<file path="config.mk">
export PLATFORM = sky130hd
export DESIGN_NAME = uvs_div_pipe
export DESIGN_NICKNAME = d
export VERILOG_FILES = /design/src/uvs_pkg.sv /design/src/uvs_div_pipe.sv
export SDC_FILE = /design/constraint.sdc
export NUM_CORES = 1
export LEC_CHECK = 0
export BUFFER_PORTS_ARGS = -buffer_cell sky130_fd_sc_hd__buf_2
export CORE_ASPECT_RATIO = 1.1
export CORE_MARGIN = 5
export CORE_UTILIZATION = 30
export CTS_BUF_LIST = sky130_fd_sc_hd__clkbuf_2 sky130_fd_sc_hd__clkbuf_4 sky130_fd_sc_hd__clkbuf_8
export CTS_CLUSTER_DIAMETER = 120
export CTS_CLUSTER_SIZE = 28
export DETAILED_ROUTE_END_ITERATION = 12
export PLACE_DENSITY_LB_ADDON = 0.2
export REMOVE_ABC_BUFFERS = 1
export SLEW_MARGIN = 20
export SYNTH_ARGS = -nofsm -noshare
export SYNTH_HDL_FRONTEND = slang
export SYNTH_SLANG_ARGS = --single-unit
</file>
<file path="constraint.sdc">
create_clock -name clk -period 10.55 [get_ports clk]
set_input_delay 1.055 -clock clk [delete_from_list [all_inputs] [get_ports clk]]
set_output_delay 1.055 -clock clk [all_outputs]
set_load 0.02 [all_outputs]
</file>
<file path="src/uvs_pkg.sv">
`default_nettype none

package uvs_pkg;

  localparam int MAX_SLICES_DEF = 256;
  localparam int MAX_STACKS_DEF = 256;

  // Angle phase, one full turn is 2^PHASE_W
  localparam int PHASE_W = 24;
  localparam logic [PHASE_W-1:0] QUARTER_TURN = PHASE_W'(1 << (PHASE_W - 2));

  // Quotient bits of the two phase dividers and of the texture taps
  localparam int THETA_FRAC = 24;
  localparam int PHI_FRAC   = 23;
  localparam int TEX_FRAC   = 16;
  localparam int DIV_STEP   = 4;
  localparam int DIV_LAT    = (THETA_FRAC + DIV_STEP - 1) / DIV_STEP + 1;

  // Q30 trig
  localparam int Q30_W = 31;
  localparam logic [Q30_W-1:0] Q30_ONE     = 31'h4000_0000;
  localparam logic [Q30_W-1:0] HALF_PI_Q30 = 31'd1686629713;

  localparam int HORNER_N = 5;
  localparam logic [6:0] HORNER_DIV [HORNER_N] = '{7'd110, 7'd72, 7'd42, 7'd20, 7'd6};
  localparam logic [29:0] HORNER_RCP [HORNER_N] = '{
    30'(64'd4294967296 / 110),
    30'(64'd4294967296 / 72),
    30'(64'd4294967296 / 42),
    30'(64'd4294967296 / 20),
    30'(64'd4294967296 / 6)
  };
  localparam int SIN_LAT = 3 + 3 * HORNER_N + 1;

  typedef enum logic [1:0] {
    CFG_RADIUS      = 2'd0,
    CFG_SLICE_COUNT = 2'd1,
    CFG_STACK_COUNT = 2'd2
  } cfg_idx_t;

  typedef struct packed {
    logic signed [15:0] pos_x;
    logic signed [15:0] pos_y;
    logic signed [15:0] pos_z;
    logic signed [15:0] normal_x;
    logic signed [15:0] normal_y;
    logic signed [15:0] normal_z;
    logic signed [15:0] tangent_x;
    logic signed [15:0] tangent_z;
    logic [16:0]        tex_u;
    logic [16:0]        tex_v;
  } res_t;

endpackage

`default_nettype wire

</file>
<file path="src/uvs_div_pipe.sv">
`default_nettype none

// Pipelined restoring division of num/den with num <= den, DIV_STEP
// quotient bits per stage, rounded to nearest at the end.
module uvs_div_pipe
  import uvs_pkg::*;
#(
  parameter int DW   = 9,
  parameter int FRAC = 24,
  parameter int TAP  = 16
) (
  input  wire            clk,
  input  wire            advance,
  input  wire [DW-1:0]   num,
  input  wire [DW-1:0]   den,
  output logic [FRAC:0]  quo,
  output logic [TAP:0]   tap
);

  localparam int NST = (FRAC + DIV_STEP - 1) / DIV_STEP;

  typedef struct packed {
    logic [DW-1:0] den;
    logic [DW-1:0] rem;
    logic [FRAC:0] quo;
    logic [DW-1:0] trem;
    logic [TAP:0]  tquo;
  } dst_t;

  dst_t st [NST];

  for (genvar g = 0; g < NST; g++) begin : g_stage
    dst_t src;
    dst_t cur;

    if (g == 0) begin : g_head
      always_comb begin
        src.den  = den;
        src.quo  = (FRAC + 1)'(num == den);
        src.rem  = (num == den) ? '0 : num;
        src.trem = '0;
        src.tquo = '0;
      end
    end else begin : g_body
      assign src = st[g-1];
    end

    always_comb begin
      logic [DW:0] dbl;
      dbl = '0;
      cur = src;
      for (int t = 0; t < DIV_STEP; t++) begin
        if (g * DIV_STEP + t < FRAC) begin
          dbl = {cur.rem, 1'b0};
          if (dbl >= {1'b0, cur.den}) begin
            cur.rem = DW'(dbl - {1'b0, cur.den});
            cur.quo = {cur.quo[FRAC-1:0], 1'b1};
          end else begin
            cur.rem = dbl[DW-1:0];
            cur.quo = {cur.quo[FRAC-1:0], 1'b0};
          end
          if (g * DIV_STEP + t + 1 == TAP) begin
            cur.tquo = cur.quo[TAP:0];
            cur.trem = cur.rem;
          end
        end
      end
    end

    always_ff @(posedge clk) begin
      if (advance) begin
        st[g] <= cur;
      end
    end
  end

  // Round to nearest: bump when the remainder reaches half the divisor
  logic [DW:0] half_den;
  logic [DW:0] qsum;
  logic [DW:0] tsum;

  assign half_den = {2'b0, st[NST-1].den[DW-1:1]};
  assign qsum     = {1'b0, st[NST-1].rem} + half_den;
  assign tsum     = {1'b0, st[NST-1].trem} + half_den;

  always_ff @(posedge clk) begin
    if (advance) begin
      quo <= st[NST-1].quo + (FRAC + 1)'(qsum >= {1'b0, st[NST-1].den});
      tap <= st[NST-1].tquo + (TAP + 1)'(tsum >= {1'b0, st[NST-1].den});
    end
  end

endmodule

`default_nettype wire

</file>
# Yosys cells after proc, flatten, opt, wreduce, memory -nomap -nowiden
# Memory sizes are Yosys's and may differ from the RTL's.
# Cells that the tools add are included.
# classes
addsub	28
n_lt_le_gt_ge	26
n_eq_ne	1
mux	27
# op_table
cell	n
34-bit 2-to-1 mux	24
10-bit by 9-bit greater-or-equal comparator with 1-bit output	26
9-bit subtractor	24
25-bit by 1-bit adder with 25-bit output	1
9-bit by 8-bit adder with 10-bit output	2
17-bit by 1-bit adder with 17-bit output	1
9-bit equality test	1
9-bit 2-to-1 mux	1
1-bit 2-to-1 mux	2
# word_totals
regBits	42
ram_bits	414
in_bits	20
out_inout_bits	42
elab_cells	85
memories	1
# mem_list
memory	words	word_bits	rd	rd_clocked_by_memory_dff	write_ports	line_no	rtl
st	6	69	6	0	6	uvs_div_pipe.sv:30	dst_t st [NST];

# Longest topological paths before layout
# Gate-level depths: netlist of the first run.
# logic_depth
word_depth	10
mapped_depth	47
depth_no_buf	43

# Worst setup path after synthesis of the first run
# Ideal clock, no wire load.
# synth_path
kind	input port to flip-flop
start	input den[8]
end	memory st[0][53] in the netlist's numbering, data pin
setup_ns	0.260
arrival_ns	9.249
required_time_ns	10.290
slack_ns	1.041
cell_stages	41
path_buffers	3
cell_sequence	xor2_1 nor4_2 nand4_2 nand2_1 inv_1 ha_1 ha_1 nand2b_1 a31o_1 a221oi_2 o21ai_2 mux2_2 ha_1 and4_1 a21oi_1 nand2b_1 and4_1 buf_6 [5 not listed] o21ai_1 a21boi_0 o41ai_1 o21ai_0 a21o_1 or2_2 o311a_1 ha_1 o21a_1 o21a_1 o41a_1 a21o_1 a21o_1 a21oi_1 nand3_1 and2_1 buf_6 mux2_4
# synth_rtl
item	line_no	rtl
start: declaration	uvs_div_pipe.sv:15	input wire [DW-1:0] den,
end: declaration	uvs_div_pipe.sv:30	

==> results of run 1 <==
[per-layer routing]
layer	vias to the layer above	wire length, um	share of wire	GRT usage
li1	7203	-	-	-
met1	6693	22400	0.47	0.170
met2	166	22700	0.48	0.227
met3	42	1310	0.028	0.0130
met4	2	864	0.018	0.0287
met5	-	13	0.00027	0
[critical path, delay by kind of cell]
| kind | cells | cell delay [ns] |
|---|---|---|
| compound gates | 21 | 4.91 |
| fa+ha+maj | 5 | 1.47 |
| simple gates | 12 | 2.24 |
| xor+xnor | 1 | 0.18 |
| buf+inv | 3 | 0.39 |
[Yosys cell counts, types with 13 or more instances]
cell type / n
nand3_1: 34
clkbuf_1: 17
and3_1: 15
xnor2_1: 135
mux2_1: 13
a21o_1: 70
inv_1: 113
nor2_1: 154
and2_1: 26
a21oi_1: 153
mux2_2: 68
nor3_1: 28
o21bai_1: 26
nor2b_1: 17
o21a_1: 13
nand2b_1: 30
o21ai_0: 98
ha_1: 236
nand4_1: 13
edfxtp_1: 258
or3_1: 14
nand2_1: 100
xor2_1: 77
[sequential cells by signal, indices dropped and copies added, names as in the netlist]
| name | count |
|---|---|
| quo | 25 |
| st | 216 |
| tap | 17 |
[through the flow]
step / std cells / util / instance area [um^2]
6_report: 2850 / 0.327 / 21600
5_1_grt: 2850 / 0.327 / 21600
4_1_cts: 2849 / 0.327 / 21600
3_5_place_dp: 2829 / 0.322 / 21300
3_3_place_gp: 2829 / 0.322 / 21300
2_1_floorplan: 1894 / - / 19800
[kinds of logic (layout without fill, tap and decap cells)]
group | count (synthesis) | after routing | synth area share
other | 0 | 1 | 0
xor gates and xnor gates | 212 | 212 | 0.0929
buffers and inverters | 154 | 218 | 0.0313
AOI/OAI and AO/OA | 482 | 482 | 0.157
adders and majority gates | 244 | 244 | 0.156
DFF | 258 | 258 | 0.388
muxes | 95 | 95 | 0.0533
and+or+nand+nor | 482 | 482 | 0.122
[cell type report]
| type | count | area [um^2] | share of cell area |
|---|---|---|---|
| multi-input cells | 1515 | 11600 | 0.537 |
| flip-flops and latches | 258 | 7750 | 0.358 |
| well taps | 858 | 1070 | 0.0496 |
| inverters | 121 | 454 | 0.0210 |
| repair buffers | 77 | 435 | 0.0201 |
| clock buffers | 15 | 200 | 0.00925 |
| clock inverters | 5 | 115 | 0.00532 |
| diodes | 1 | 2.50 | 0.000116 |
[path summary, 6_finish.rpt]
path	start	end	cells past startpoint
max	den[1]	st[0][54]	42
min	st[2][38]	st[3][42]	0
max reg2reg	st[3][60]	st[4][53]	38
min reg2reg	st[2][38]	st[3][42]	0
==> impl_metrics.csv, run 1 <==
group,metric,value,unit
grt,grt_max_degree,126,
floorplanning,rows,99,
worst_setup_path,path_max_fanout,12,
yosys,synth_edf_count,258,
worst_setup_path,start_kind,"input pin",
yosys,synth_area,20000,um^2
cells_and_area,n_fill_cell,6761,
placement,portBuffers,61,
yosys,yosysWarnings,0,
clock_tree,cts_resized,0,
clock_tree,htreeDepth,1,
timing,rsz0062_at_grt,"no",
cells_and_area,drive_gt1_frac,0.110,
worst_setup_path,arrival,10.25,ns
routing,drc,0,
timing,skew,0.0523,ns
routing,dr.pass1.iters,5,
clock_tree,numCtsBuffers,14,
yosys,synth.avg_cell_area,10.4,um^2
floorplanning,die_h,281,um
yosys,ys.flop_type,"edfxtp_1",
clock_tree,ctsHoldBuffers,0,
cells_and_area,syn2layout_area_growth,8.28,%
clock_tree,clk_pin_slew_worst_paths,0.17,ns
routing,detail_route.iter0.violations,754,
routing,viasPerCell,4.95,
worst_setup_path,max_stage_delay,0.43,ns
timing,relSlewSlack,0.318,
cells_and_area,final_cell_mix,"edfxtp_1, ha_1, nor2_1, a21oi_1, xnor2_1",
worst_hold_path,hp-class,"reg -> reg",
floorplanning,die_area,71900,um^2
run_status,status,"completed",
routing,via_count,14100,
timing,period_minus_slack,9.91,ns
yosys,ys_types,90,
grt,antenna_found_initial,2,
timing,setup_viol,0,
timing,tightestPinTransition,1.02,ns
worst_setup_path,worstPathRequired,10.90,ns
floorplanning,core,66100,um^2
worst_setup_path,endpoint_kind,"flip-flop",
yosys,synth_async_sr_flop_share,0,
routing,wl,47300,um
yosys,synth_top_area_frac,0.388,
clock_tree,post-cts-setup-buffers,0,
timing,fin_hold_ws,0.425,ns
routing,ant_nets,0,
clock_tree,clkLatencyLatePin,0.58,ns
placement,place.gp.congestion,0.817,
yosys,seq_area_frac_synth,0.388,
routing,wl_per_cell,16.6,um
grt,grt_pass1_wl,76000,um
placement,pre_cts_ws,0.131,ns
yosys,synth.area.top_cells,"edfxtp_1, ha_1, xnor2_1",
run,maxCapViolCount,0,
worst_setup_path,path_class,"in -> reg",
worst_setup_path,rrSetupSlack,0.85,ns
clock_tree,clockBufferDepth,3,
timing,layout_setup_ws,0.641,ns
cells_and_area,nets,2251,
grt,grt_usage,0.128,
clock_tree,cts_tree,"yes",
clock_tree,clock_sinks,258,
yosys,yosysTopAreaCell,"edfxtp_1",
grt,grt_pass1_vias,14100,
timing,maxSlewViolCount,0,
worst_setup_path,worst_path_max_delay_cell,"o41ai_1",
floorplanning,start_util,0.302,
timing,finalCritPeriodShare,0.939,
placement,post-dp-hpwl,37700,um
timing,fmax,101,MHz
floorplanning,ios,62,
yosys,ys_ff_latch,258,
clock_tree,root_buffer,"clkbuf_8",
floorplanning,dieWidth,256,um
timing,hold_viol_final,0,
timing,fin_setup_tns,0,ns
grt,overflow,0,
cells_and_area,final_common_cell,"edfxtp_1",
yosys,synthCells,1927,
Power of run 1 is not shown: default switching activity piles up to over one toggle a cycle in this logic, so the estimate is an artifact.
==> run 2, diff against run 1 <==
==> constraint.sdc (replaced) <==
create_clock -name clk -period 11 [get_ports clk]
set_input_delay 1.1 -clock clk [delete_from_list [all_inputs] [get_ports clk]]
set_output_delay 1.1 -clock clk [all_outputs]
set_load 0.02 [all_outputs]
==> run 2 against run 1 <==
Compared with the run above:
- worst setup slack improved by 0.13 ns
- first-iteration DRC count is 11% lower
- clock skew is 0.012 ns higher
- non-clock buffer count down 6
- largest cell class unchanged
- critical path type unchanged
- design area fell by 0.41%
- routed wire length is 1.6% higher
- count of clock-buffer cells in the layout shrank 1
- final cell count shrank 0.28%
==> impl_metrics.csv, run 2 (synthesized netlist as in run 1, its figures left out) <==
group,metric,value,unit
run_status,status,"completed",
timing,maxSlewViolCount,0,
cells_and_area,n_fill_cell,6750,
timing,tightestPinTransition,0.929,ns
timing,finalCritPeriodShare,0.930,
clock_tree,post-cts-setup-buffers,0,
grt,grt_usage,0.131,
floorplanning,core,66100,um^2
timing,relSlewSlack,0.381,
worst_setup_path,worst_path_max_delay_cell,"and4_1",
timing,fmax,97.7,MHz
worst_setup_path,crit_family,"compound AO/OA/AOI/OAI gates",
grt,grt_pass1_vias,14200,
clock_tree,cts_resized,0,
cells_and_area,nets,2245,
floorplanning,die_h,281,um
worst_setup_path,path_class,"in -> reg",
timing,layout_setup_ws,0.767,ns
floorplanning,start_util,0.302,
cells_and_area,top_regs,"st x216, quo x25, tap x17",
grt,grt_pass1_wl,77200,um
worst_hold_path,hp-class,"reg -> reg",
clock_tree,ctsHoldBuffers,0,
cells_and_area,syn2layout_area_growth,7.84,%
clock_tree,htreeDepth,1,
grt,overflow,0,
worst_setup_path,max_stage_delay,0.38,ns
cells_and_area,largest_register_ffs,216,
routing,drc,0,
clock_tree,clockBufferDepth,3,
floorplanning,die_area,71900,um^2
placement,place.gp.congestion,0.832,
worst_setup_path,endpoint_kind,"flip-flop",
clock_tree,clkLatencyLatePin,0.61,ns
placement,pre_cts_ws,0.0987,ns
clock_tree,root_buffer,"clkbuf_8",
worst_setup_path,worstPathRequired,11.36,ns
routing,via_count,14200,
timing,period_minus_slack,10.23,ns
floorplanning,rows,99,
cells_and_area,final_cell_mix,"edfxtp_1, ha_1, nor2_1, a21oi_1, xnor2_1",
cells_and_area,drive_gt1_frac,0.107,
run,maxCapViolCount,0,
cells_and_area,top_register,"st",
worst_setup_path,path_buf_inv,3,
routing,dr.pass1.iters,5,
timing,hold_viol_final,0,
clock_tree,clk_pin_slew_worst_paths,0.16,ns
worst_setup_path,arrival,10.59,ns
routing,wl,48000,um
grt,grt_max_degree,75,
grt,antenna_found_initial,1,
routing,ant_nets,0,
timing,skew,0.0642,ns
routing,wl_per_cell,16.9,um
floorplanning,ios,62,
placement,portBuffers,61,
clock_tree,numCtsBuffers,14,
worst_setup_path,path_max_fanout,12,
routing,detail_route.iter0.violations,670,
cells_and_area,final_common_cell,"edfxtp_1",
placement,post-dp-hpwl,38100,um
floorplanning,dieWidth,256,um
worst_setup_path,start_kind,"input pin",
timing,setup_viol,0,
worst_setup_path,cpMostUsedCell,"ha_1",
clock_tree,clock_sinks,258,
routing,viasPerCell,5.01,
clock_tree,cts_tree,"yes",
timing,fin_setup_tns,0,ns
timing,rsz0062_at_grt,"no",
-- run 2: worst paths after layout --
check	startpoint	to	slack, ns	cells past startpoint
min reg2reg	st[4][24]	st[5][24]	0.41	0
min	st[4][24]	st[5][24]	0.41	0
max reg2reg	st[3][60]	st[4][53]	1.12	39
max	den[8]	st[0][54]	0.77	39
-- run 2: metrics by stage --
step	area (um^2)	std cells	hold slack [ns]	util
finish	21600	2842	0.411	0.326
floorplan	19800	1894	0.400	-
detailed placement	21300	2823	0.405	0.322
global placement	21300	2823	0.402	0.322
global route	21600	2842	0.413	0.326
CTS	21500	2841	0.398	0.326
-- run 2: final cells by class --
class                           count  area (um^2)  area share
Timing Repair Buffer               71          390      0.0181
Multi-Input combinational cell   1515        11600       0.539
Clock buffer                       14          193     0.00894
Antenna cell                        1         2.50    0.000116
Tap cell                          858         1070      0.0498
Clock inverter                      4         71.3     0.00331
Sequential cell                   258         7750       0.359
Inverter                          121          454      0.0211
-- run 2: per-layer routing --
| metal | global-route usage | vias to the layer above | share of wire |
|---|---|---|---|
| li1 | - | 7192 | - |
| met2 | 0.231 | 204 | 0.48 |
| met1 | 0.174 | 6797 | 0.47 |
| met5 | 0 | - | 0 |
| met3 | 0.0124 | 49 | 0.028 |
| met4 | 0.0302 | 0 | 0.020 |
Power of run 2 is left out for the same reason.
