File: src/uvs_pkg.sv
`default_nettype none

package uvs_pkg;

  localparam int MAX_SLICES_DEF = 256;
  localparam int MAX_STACKS_DEF = 256;

  // Angle phase, one full turn is 2^PHASE_W
  localparam int PHASE_W = 24;
  localparam logic [PHASE_W-1:0] QUARTER_TURN = PHASE_W'(1 << (PHASE_W - 2));

  // Quotient bits of the two phase dividers and of the texture taps
  localparam int THETA_FRAC = 24;
  localparam int PHI_FRAC   = 23;
  localparam int TEX_FRAC   = 16;
  localparam int DIV_STEP   = 4;
  localparam int DIV_LAT    = (THETA_FRAC + DIV_STEP - 1) / DIV_STEP + 1;

  // Q30 trig
  localparam int Q30_W = 31;
  localparam logic [Q30_W-1:0] Q30_ONE     = 31'h4000_0000;
  localparam logic [Q30_W-1:0] HALF_PI_Q30 = 31'd1686629713;

  localparam int HORNER_N = 5;
  localparam logic [6:0] HORNER_DIV [HORNER_N] = '{7'd110, 7'd72, 7'd42, 7'd20, 7'd6};
  localparam logic [29:0] HORNER_RCP [HORNER_N] = '{
    30'(64'd4294967296 / 110),
    30'(64'd4294967296 / 72),
    30'(64'd4294967296 / 42),
    30'(64'd4294967296 / 20),
    30'(64'd4294967296 / 6)
  };
  localparam int SIN_LAT = 3 + 3 * HORNER_N + 1;

  typedef enum logic [1:0] {
    CFG_RADIUS      = 2'd0,
    CFG_SLICE_COUNT = 2'd1,
    CFG_STACK_COUNT = 2'd2
  } cfg_idx_t;

  typedef struct packed {
    logic signed [15:0] pos_x;
    logic signed [15:0] pos_y;
    logic signed [15:0] pos_z;
    logic signed [15:0] normal_x;
    logic signed [15:0] normal_y;
    logic signed [15:0] normal_z;
    logic signed [15:0] tangent_x;
    logic signed [15:0] tangent_z;
    logic [16:0]        tex_u;
    logic [16:0]        tex_v;
  } res_t;

endpackage

`default_nettype wire

File: src/uvs_out_buf.sv
`default_nettype none

// Two-entry output buffer; keeps the pipeline moving while one result waits.
module uvs_out_buf
  import uvs_pkg::*;
(
  input  wire        clk,
  input  wire        rst,
  input  wire        push,
  input  wire res_t  push_data,
  input  wire        pop_ready,
  output res_t       head,
  output logic       head_valid,
  output logic       room
);

  res_t       e1;
  logic [1:0] cnt;
  logic       pop;

  assign head_valid = (cnt != 2'd0);
  assign pop        = head_valid && pop_ready;
  assign room       = (cnt != 2'd2) || pop_ready;

  always_ff @(posedge clk) begin
    if (rst) begin
      cnt <= 2'd0;
    end else begin
      case ({push, pop})
        2'b10: begin
          if (cnt == 2'd0) begin
            head <= push_data;
          end else begin
            e1 <= push_data;
          end
          cnt <= cnt + 2'd1;
        end
        2'b01: begin
          head <= e1;
          cnt  <= cnt - 2'd1;
        end
        2'b11: begin
          if (cnt == 2'd1) begin
            head <= push_data;
          end else begin
            head <= e1;
            e1   <= push_data;
          end
        end
        default: begin
        end
      endcase
    end
  end

  a_no_overflow: assert property (@(posedge clk) disable iff (rst)
    (cnt == 2'd2 && push) |-> pop_ready)
    else $error("output buffer overflow");

  a_cnt_range: assert property (@(posedge clk) disable iff (rst)
    cnt != 2'd3)
    else $error("output buffer count out of range");

  a_push_shows: assert property (@(posedge clk) disable iff (rst)
    push |=> head_valid)
    else $error("pushed transaction not visible at the head");

endmodule

`default_nettype wire
File: config.mk
export PLATFORM = sky130hd
export DESIGN_NAME = uvs_out_buf
export DESIGN_NICKNAME = d
export VERILOG_FILES = /design/src/uvs_pkg.sv /design/src/uvs_out_buf.sv
export SDC_FILE = /design/constraint.sdc
export NUM_CORES = 1
export LEC_CHECK = 0
export ABC_AREA = 1
export BUFFER_PORTS_ARGS = -buffer_cell sky130_fd_sc_hd__clkbuf_2
export CORE_MARGIN = 1.5
export CORE_UTILIZATION = 45
export DETAILED_ROUTE_END_ITERATION = 8
export GPL_ROUTABILITY_DRIVEN = 0
export PLACE_DENSITY = 0.71
export SYNTH_ARGS = -nofsm -noshare
export SYNTH_HDL_FRONTEND = slang
export SYNTH_SLANG_ARGS = --single-unit
File: constraint.sdc
create_clock -name clk -period 16.7 [get_ports clk]
set_input_delay 4.175 -clock clk [delete_from_list [all_inputs] [get_ports clk]]
set_output_delay 4.175 -clock clk [all_outputs]
set_load 0.02 [all_outputs]
# After elaboration in Yosys (flattened, before gate mapping)

Index checks and enable logic that the tools add are counted.

RAM bits: 0
Register bits after elaboration: 326
Bits in read-only memories: 0
Bits in latches: 0
Memories: 0
Output and inout bits: 164

Equal/unequal tests: 8
$mul: 0
$lt $le $gt $ge: 0
Divide/modulo/power cells: 0
Shift-type cells: 0
Reductions and logical operators: 9
$add $sub $neg: 2
Muxes and demuxes: 7
Bitwise logic cells: 1

Operators with widths:

| operator                                             | count |
|---|---|
| 2-to-1 mux 162 bit                                   | 4 |
| case mux 162 bit (3 select lines)                    | 1 |
| case mux 162 bit (2 select lines)                    | 1 |
| != test 2 bit (second input constant)                | 4 |
| nonzero test 2 bit                                   | 3 |
| equality test 2 x 1 -> 1 bit (second input constant) | 2 |
| equality test 2 bit (second input constant)          | 2 |
| case mux 2 bit (2 select lines)                      | 1 |
| AND reduction 4 bit                                  | 1 |
| AND reduction 3 bit                                  | 1 |
| nonzero test 3 bit                                   | 1 |
| adder 2 x 1 -> 2 bit (second input constant)         | 1 |
| zero test 2 bit                                      | 1 |
| subtractor 2 x 1 -> 2 bit (second input constant)    | 1 |
| logical AND 1 bit                                    | 1 |
| logical OR 1 bit                                     | 1 |
| inverter 1 bit                                       | 1 |

# Longest topological paths before layout

Gate-level depths: netlist of run 1.

Depth after elaboration: 5
Mapped depth: 8

# Worst setup path after synthesis of run 1

No wires, ideal clock.

Path type: input-to-reg
Start point: input port push
End point: register e1[0] (netlist bit) (enable)
Setup slack: 3.492 ns
Stages on the path: 5
Path buffers: 2
Data arrival time: 12.470 ns
Cell sequence: clkbuf_2 -> nand2_1 -> buf_2 -> nand2_1 -> a21oi_1

Cells in the longest elaborated chain, start to end: 3

RTL lines:

| element                                                              | line              | text |
|---|---|---|
| start, declared                                                      | uvs_out_buf.sv:9  | `input wire push,` |
| equality test 2 bit                                                  | uvs_out_buf.sv:29 | `case ({push, pop})` |
| != test 2 bit (no source line) or nonzero test 2 bit (tied branches) | -                 |  |
| AND reduction 4 bit (no source line) *                               | -                 |  |
| end signal, assigned                                                 | uvs_out_buf.sv:34 | `e1 <= push_data;` |
| end signal, assigned                                                 | uvs_out_buf.sv:47 | `e1 <= push_data;` |
| end, declared                                                        | uvs_out_buf.sv:17 | `res_t e1;` |

Mark *: on every way between the ends. The rest lies on a longest branch, timed or not.
A chain may end at the register's enable or synchronous reset.

# Worst setup path after layout of run 1

Start point: input port pop_ready
End point: output port room

Cells in the longest elaborated chain, start to end: 1

RTL lines:

| element          | line              | text |
|---|---|---|
| start, declared  | uvs_out_buf.sv:11 | `input wire pop_ready,` |
| logical OR 1 bit | uvs_out_buf.sv:23 | `assign room = (cnt != 2'd2) \|\| pop_ready;` |
| end, declared    | uvs_out_buf.sv:14 | `output logic room` |

Every way passes these cells.

==> impl_metrics.json, run 1 <==
{
  "layout.nets": 1394,
  "synth_cells": 901,
  "die_w_um": 168.4,
  "worst_slew_pin_slew_ns": 1.045,
  "hold_violations": 0,
  "setup_violations": 0,
  "synthDominantCellAreaShare_pct": 79.04,
  "drv_cap": 0,
  "final_util_pct": 56.82,
  "min_period_ns": 8.770,
  "p_leak_uw": 0.006472,
  "cts_tree": "yes",
  "slew_headroom_pct": 30.19,
  "clk_pin_slew_ns": 0.06,
  "synth_area_leaders": "edfxtp_1, nand2_1, nand3_1",
  "die_area_um2": 28360,
  "pre_cts_slack_ns": 7.924,
  "ctsRootBufferMaster": "clkbuf_16",
  "postCtsSetupRepairBufs": 0,
  "synth_common_cells": "nand2_1, edfxtp_1, nand3_1",
  "drtIter0Drc": 592,
  "synth_edf_count": 324,
  "cp_max_fo": 4,
  "grt_usage_pct": 19.65,
  "rr_startpoint": "cnt[1]",
  "drive_gt1_share_pct": 31.49,
  "setup.worst_path.start_class": "input port",
  "period_share_pct": 52.51,
  "end_kind": "primary output",
  "post_cts_resized": 0,
  "cts.sinks": 326,
  "h-tree-depth": 2,
  "whs_ns": 0.5340,
  "wl_per_cell_um": 17.83,
  "drc_errors": 0,
  "hold_class": "flop to flop",
  "async_flop_share_pct": 0,
  "die_y_um": 168.4,
  "ir_drop_mv": 0.1005,
  "vias_per_cell": 5.097,
  "required_ns": 12.52,
  "maxSlewViolCount": 0,
  "clock_latency_ns": 0.50,
  "portBuffers": 329,
  "overflow": 0,
  "synth-seq-cells": 326,
  "syn_nets": 1072,
  "grt_pass1_vias": 7883,
  "cp.arrival_ns": 4.59,
  "synth_top_flop_cell": "edfxtp_1",
  "start_util_pct": 45.80,
  "yosysSeqAreaShare_pct": 79.37,
  "vias": 8105,
  "routed_wirelength_um": 28350,
  "min_from": "e1[138]",
  "final.setup.tns_ns": 0,
  "p_per_area_nw_per_um2": 144.9,
  "netlist.top_cell.by_area": "edfxtp_1",
  "numCtsBuffers": 35,
  "antenna_found_initial": 1,
  "clock_path_buffers": 3,
  "grt_pass1_wl_um": 43190,
  "area_delta_synth_final_pct": 24.05,
  "ant_nets": 0,
  "critPathKind": "input port to primary output",
  "row_count": 60,
  "hpwl_um": 17680,
  "setup_ws_ns": 7.930,
  "netlist_area_um2": 12310,
  "io_pins": 330,
  "syn_avg_cell_area_um2": 13.66,
  "skew_ns": 0.01009,
  "synth.distinct_cells": 16,
  "outcome": "finished clean",
  "postCtsHoldBufs": 0,
  "grt_max_degree": 84,
  "max_freq_mhz": 114.0,
  "core_area_um2": 26880,
  "startpoint": "pop_ready",
  "rsz0062_at_grt": "no",
  "yosysWarnings": 0,
  "firstDrtPassIters": 5,
  "yosysMostFrequentCell": "nand2_1"
}
==> path summary, 6_finish.rpt <==
kind         slack, ns   endpoint  depth (start not counted)
min reg2reg       0.53  head[138]                          2
max reg2reg      13.13     e1[76]                          6
max               7.93       room                          4
min               0.53  head[138]                          2
==> final cells by class <==
type | instances | area [µm²]
clock buffers | 43 | 948.4
well taps | 341 | 426.7
repair buffers | 338 | 1714
clock inverters | 19 | 142.6
fillers | 2244 | 11610
flip-flops and latches | 326 | 9769
inverters | 8 | 30.03
multi-input cells | 514 | 2236
diodes | 1 | 2.502
==> logic make-up after synthesis <==
family / share of synthesized area [%]
buffers and inverters: 2.856
flip-flops: 79.37
AND/OR/NAND/NOR: 17.11
AO/OA/AOI/OAI: 0.1626
adder cells (fa/ha/maj): 0.5082
==> sequential cells by signal (all words and copies together) (netlist names) <==
name and count:
e1 162, cnt 2, head 162
==> layer usage <==
layer	track usage, %	wire length, µm	up-vias
met2	31.97	13390	382
met4	5.085	491	0
met1	25.45	11590	3830
met3	6.582	2872	51
li1	-	-	3842
met5	0	0	-
==> worst max-delay path, cell delays in order <==
cell and delay (ns):
clkbuf_2 0.14, inv_2 0.06, nand2_1 0.06, clkbuf_2 0.16
==> metrics by stage <==
step | instance area [µm²] | total power, µW | cells
after floorplan | 12310 | 1380 | 901
after global placement | 14180 | 1486 | 1527
after detailed placement | 14180 | 1497 | 1527
after CTS | 15270 | 2237 | 1589
after global routing | 15270 | 2308 | 1589
final | 15270 | 2213 | 1590
==> cell usage in the layout, fill, tap and decap left out, drive strengths merged <==
cell,instances
clkbuf,372
nand2,337
edfxtp,324
nand3,166
clkinv,15
buf,9
inv,8
ha,5
a21oi,4
clkinvlp,2
bufinv,2
dfxtp,2
nor2,2
diode,1
==> power breakdown <==
part / internal [µW] / switching [µW] / leakage, µW / total, µW
registers: 1040 / 25.9 / 0.00301 / 1060
logic: 106 / 305 / 0.00293 / 412
clock network: 434 / 303 / 0.000529 / 737
total: 1580 / 634 / 0.00647 / 2210
(Power assumes the default switching activity.)
==> inputs of run 2 (changes only) <==
--- a/config.mk
+++ b/config.mk
@@ -5,7 +5,7 @@
 export SDC_FILE = /design/constraint.sdc
 export NUM_CORES = 1
 export LEC_CHECK = 0
-export ABC_AREA = 1
+export ABC_AREA = 0
 export BUFFER_PORTS_ARGS = -buffer_cell sky130_fd_sc_hd__clkbuf_2
 export CORE_MARGIN = 1.5
 export CORE_UTILIZATION = 45
==> constraint.sdc (replaced) <==
create_clock -name clk -period 8.2 [get_ports clk]
set_input_delay 2.05 -clock clk [delete_from_list [all_inputs] [get_ports clk]]
set_output_delay 2.05 -clock clk [all_outputs]
set_load 0.02 [all_outputs]
==> impl_metrics.json, run 2 <==
{
  "cts_tree": "yes",
  "yosysMostFrequentCell": "edfxtp_1",
  "grt_pass1_vias": 6165,
  "pre_cts_slack_ns": 3.567,
  "maxSlewViolCount": 0,
  "grt_max_degree": 163,
  "yosysSeqAreaShare_pct": 79.54,
  "hold_violations": 0,
  "rr_startpoint": "cnt[1]",
  "cp_max_fo": 5,
  "postCtsSetupRepairBufs": 0,
  "drtIter0Drc": 325,
  "die_area_um2": 28290,
  "clk_pin_slew_ns": 0.06,
  "met1_usage_pct": 20.13,
  "wl_per_cell_um": 18.43,
  "grt_pass1_wl_um": 34830,
  "max_freq_mhz": 222.4,
  "syn_nets": 705,
  "io_pins": 330,
  "final.setup.tns_ns": 0,
  "overflow": 0,
  "final_util_pct": 57.37,
  "antenna_found_initial": 1,
  "h-tree-depth": 2,
  "skew_ns": 0.009885,
  "portBuffers": 329,
  "vias_per_cell": 4.840,
  "synthDominantCellAreaShare_pct": 79.22,
  "async_flop_share_pct": 0,
  "synth_edf_count": 324,
  "routed_wirelength_um": 23100,
  "required_ns": 6.15,
  "r2r_slack_ns": 5.03,
  "netlist_area_um2": 12280,
  "firstDrtPassIters": 4,
  "clock_latency_ns": 0.50,
  "numCtsBuffers": 35,
  "syn_avg_cell_area_um2": 23.00,
  "rsz0062_at_grt": "no",
  "startpoint": "pop_ready",
  "use_met2_pct": 25.38,
  "postCtsHoldBufs": 0,
  "min_period_ns": 4.495,
  "area_delta_synth_final_pct": 25.55,
  "setup_violations": 0,
  "drc_errors": 0,
  "end_kind": "primary output",
  "worst_slew_pin_slew_ns": 1.063,
  "p_leak_uw": 0.006171,
  "synth_cells": 534,
  "design_area_um2": 15420,
  "netlist.top_cell.by_area": "edfxtp_1",
  "r2r-end": "head[24]",
  "die_y_um": 168.2,
  "synth_common_cells": "edfxtp_1, mux2_4, mux2_2",
  "vias": 6065,
  "synth_top_flop_cell": "edfxtp_1",
  "drv_cap": 0,
  "clock_path_buffers": 3,
  "row_count": 60,
  "grt-busiest-layer": "met2",
  "ctsRootBufferMaster": "clkbuf_16",
  "ant_nets": 0,
  "critPathKind": "input port to primary output",
  "synth_area_leaders": "edfxtp_1, mux2_4, mux2_2",
  "synth-seq-cells": 326,
  "r2r_cells": 6,
  "drive_gt1_share_pct": 60.15,
  "cts.sinks": 326,
  "reg_top3": "e1: 162 flops, head: 162 flops, cnt: 2 flops",
  "yosysWarnings": 0,
  "whs_ns": 0.5420,
  "cp.arrival_ns": 2.45,
  "layout_commonest_cell": "clkbuf_2",
  "p_per_area_nw_per_um2": 277.7,
  "final_cell_mix": "clkbuf_2, edfxtp_1, mux2_4",
  "core_area_um2": 26880,
  "hpwl_um": 14950,
  "slew_headroom_pct": 28.92,
  "met3_usage_pct": 6.041,
  "die_w_um": 168.2,
  "setup_ws_ns": 3.705,
  "start_util_pct": 45.70,
  "post_cts_resized": 0,
  "crit_end": "room",
  "period_share_pct": 54.82,
  "setup.worst_path.start_class": "input port",
  "hold_class": "flop to flop",
  "grt_usage_pct": 16.06,
  "outcome": "finished clean",
  "ir_drop_mv": 0.2169,
  "layout.nets": 1058,
  "place_area_um2": 14290,
  "fillers": 2079,
  "synth.distinct_cells": 21
}
-- run 2: layer usage --
layer / vias to the layer above / wire length [µm]
met5: - / 0
met4: 0 / 711
met3: 49 / 2206
met2: 253 / 10740
met1: 2928 / 9437
li1: 2835 / -
-- run 2: critical path: stages --
cell and delay (ns):
clkbuf_2 0.11, nand2b_1 0.14, clkbuf_2 0.15
-- run 2: worst min-delay path by stage --
stage | to | start | depth (start not counted) | slack [ns]
after detailed placement | head[146] | e1[146] | 1 | 0.53
final | head[73] | e1[73] | 1 | 0.54
after global routing | head[85] | e1[85] | 1 | 0.55
after floorplan | head[122] | e1[122] | 1 | 0.52
after global placement | head[23] | e1[23] | 1 | 0.53
after CTS | head[73] | e1[73] | 1 | 0.54
-- run 2: layout make-up --
class                           instances  area [µm²]  share of cell area (%)
Inverter                                3       11.26                 0.07303
Clock buffer                           46       959.7                   6.224
Multi-Input combinational cell        188        2389                   15.49
Clock inverter                         15       172.7                   1.120
Antenna cell                            1       2.502                 0.01623
Sequential cell                       326        9769                   63.36
Timing Repair Buffer                  333        1689                   10.95
Tap cell                              341       426.7                   2.767
-- run 2: kinds of logic after synthesis --
logic type,after synthesis,share of synthesized area [%]
AOI/OAI and AO/OA,4,0.2139
DFF,326,79.54
buffers and inverters,20,1.294
and+or+nand+nor,14,0.5807
adders and majority gates,5,0.5094
muxes,165,17.86
-- run 2: where the power goes --
part | internal (µW) | leakage (µW) | switching (µW)
clock network | 949 | 0.000553 | 610
logic | 274 | 0.00262 | 376
registers | 2040 | 0.00300 | 35.8
total | 3260 | 0.00617 | 1020
-- run 2: metrics by stage --
| stage | instances | total power (µW) |
|---|---|---|
| after global placement | 1191 | 2757 |
| after CTS | 1252 | 4341 |
| after global routing | 1253 | 4440 |
| after floorplan | 534 | 2579 |
| final | 1253 | 4282 |
| after detailed placement | 1191 | 2770 |
==> inputs of run 3 (changes only) <==
==> constraint.sdc (replaced) <==
create_clock -name clk -period 4.55 [get_ports clk]
set_input_delay 1.1375 -clock clk [delete_from_list [all_inputs] [get_ports clk]]
set_output_delay 1.1375 -clock clk [all_outputs]
set_load 0.02 [all_outputs]
==> impl_metrics.json, run 3 (synthesis results as in run 2) <==
{
  "cts_tree": "yes",
  "layout_commonest_cell": "clkbuf_2",
  "r2r_cells": 6,
  "ff_latch_area_um2": 9769,
  "vias": 6124,
  "row_count": 60,
  "grt_pass1_wl_um": 35450,
  "grt_usage_pct": 16.31,
  "multiInputGateArea_um2": 2396,
  "slew_headroom_pct": 27.59,
  "rr_startpoint": "cnt[0]",
  "fillers": 2079,
  "clk_pin_slew_ns": 0.06,
  "skew_ns": 0.01200,
  "grt_max_degree": 87,
  "ctsRootBufferMaster": "clkbuf_16",
  "setup_violations": 0,
  "clock_latency_ns": 0.51,
  "cpPeakStageDelay_ns": 0.16,
  "maxSlewViolCount": 0,
  "met1_usage_pct": 20.84,
  "design_area_um2": 15450,
  "drv_cap": 0,
  "rsz0062_at_grt": "no",
  "min_from": "e1[70]",
  "end_kind": "primary output",
  "ant_nets": 0,
  "worstPathCellList": "clkbuf_2, nand2b_1, clkbuf_2",
  "hpwl_um": 15160,
  "grt-busiest-layer": "met2",
  "reg_top3": "e1: 162 flops, head: 162 flops, cnt: 2 flops",
  "setup.worst_path.start_class": "input port",
  "routed_wirelength_um": 23200,
  "drtIter0Drc": 380,
  "hold_class": "flop to flop",
  "p_per_area_nw_per_um2": 492.7,
  "area_delta_synth_final_pct": 25.81,
  "grt_pass1_vias": 6352,
  "cp.arrival_ns": 1.56,
  "path_buf_inv": 2,
  "die_area_um2": 28290,
  "postCtsSetupRepairBufs": 0,
  "min_period_ns": 2.700,
  "p_leak_uw": 0.006185,
  "die_w_um": 168.2,
  "required_ns": 3.41,
  "drc_errors": 0,
  "cpLargestDelayFamily": "buffers and inverters",
  "die_y_um": 168.2,
  "ir_drop_mv": 0.3399,
  "drive_gt1_share_pct": 60.04,
  "critPathSlowestCell": "clkbuf_2",
  "met3_usage_pct": 4.537,
  "overflow": 0,
  "wl_per_cell_um": 18.42,
  "hold_depth": 1,
  "place_area_um2": 14370,
  "portBuffers": 329,
  "final_cell_mix": "clkbuf_2, edfxtp_1, mux2_4",
  "core_area_um2": 26880,
  "cp_max_fo": 5,
  "clock_path_buffers": 3,
  "critPathKind": "input port to primary output",
  "cts.sinks": 326,
  "setup_ws_ns": 1.850,
  "layout.nets": 1061,
  "vias_per_cell": 4.864,
  "post_cts_resized": 0,
  "period_share_pct": 59.35,
  "use_met2_pct": 26.29,
  "crit_top_cell": "clkbuf_2",
  "postCtsHoldBufs": 0,
  "max_freq_mhz": 370.3,
  "r2r_slack_ns": 1.90,
  "r2r-end": "head[106]",
  "hold_violations": 0,
  "io_pins": 330,
  "pre_cts_slack_ns": 1.392,
  "firstDrtPassIters": 4,
  "antenna_found_initial": 2,
  "outcome": "finished clean",
  "worst_slew_pin_slew_ns": 1.082,
  "min_to": "head[70]",
  "h-tree-depth": 2,
  "start_util_pct": 45.70,
  "worstSetupPathDepth": 3,
  "numCtsBuffers": 35
}
==> run 3: changes by cell type in the layout (fill, tap and decap cells not counted), sizes merged, moves of 3 or more <==
cell    change
clkinv      +6
buf         +3
clkbuf      -5
inv         +3
==> run 3: final cells by class <==
class	count	area share, %
diodes	2	0.03239
clock buffers	41	5.814
clock inverters	22	1.182
inverters	3	0.07288
multi-input cells	188	15.51
flip-flops and latches	326	63.23
well taps	341	2.761
repair buffers	336	11.40
==> run 3: worst max-delay path by stage <==
stage                   start        end
floorplan                 rst      e1[0]
global placement    pop_ready   head[28]
detailed placement  pop_ready   head[21]
CTS                 pop_ready       room
global route           cnt[0]  head[128]
finish              pop_ready       room
==> run 3: per-stage QoR <==
stage | setup TNS (ns) | power (µW) | cells | utilization (%) | hold slack [ns]
2_1_floorplan | -167.56 | 4636 | 534 | - | 0.5246
3_3_place_gp | 0 | 4979 | 1194 | 53.45 | 0.5270
3_5_place_dp | 0 | 5009 | 1194 | 53.45 | 0.5329
4_1_cts | 0 | 7711 | 1257 | 57.47 | 0.5440
5_1_grt | 0 | 7898 | 1259 | 57.49 | 0.5471
6_report | 0 | 7612 | 1259 | 57.49 | 0.5421
==> run 3: per-layer routing <==
metal / part of all wire, % / vias to the layer above
met3: 7.3 / 61
met4: 3.8 / 0
met2: 47 / 244
li1: - / 2850
met5: 0 / -
met1: 42 / 2969
==> run 3: power breakdown <==
part | leakage [µW] | internal, µW | total, µW | switching, µW
registers | 0.00300 | 3670 | 3730 | 66.2
clock network | 0.000531 | 1580 | 2690 | 1100
logic | 0.00265 | 508 | 1190 | 683
total | 0.00619 | 5760 | 7610 | 1850
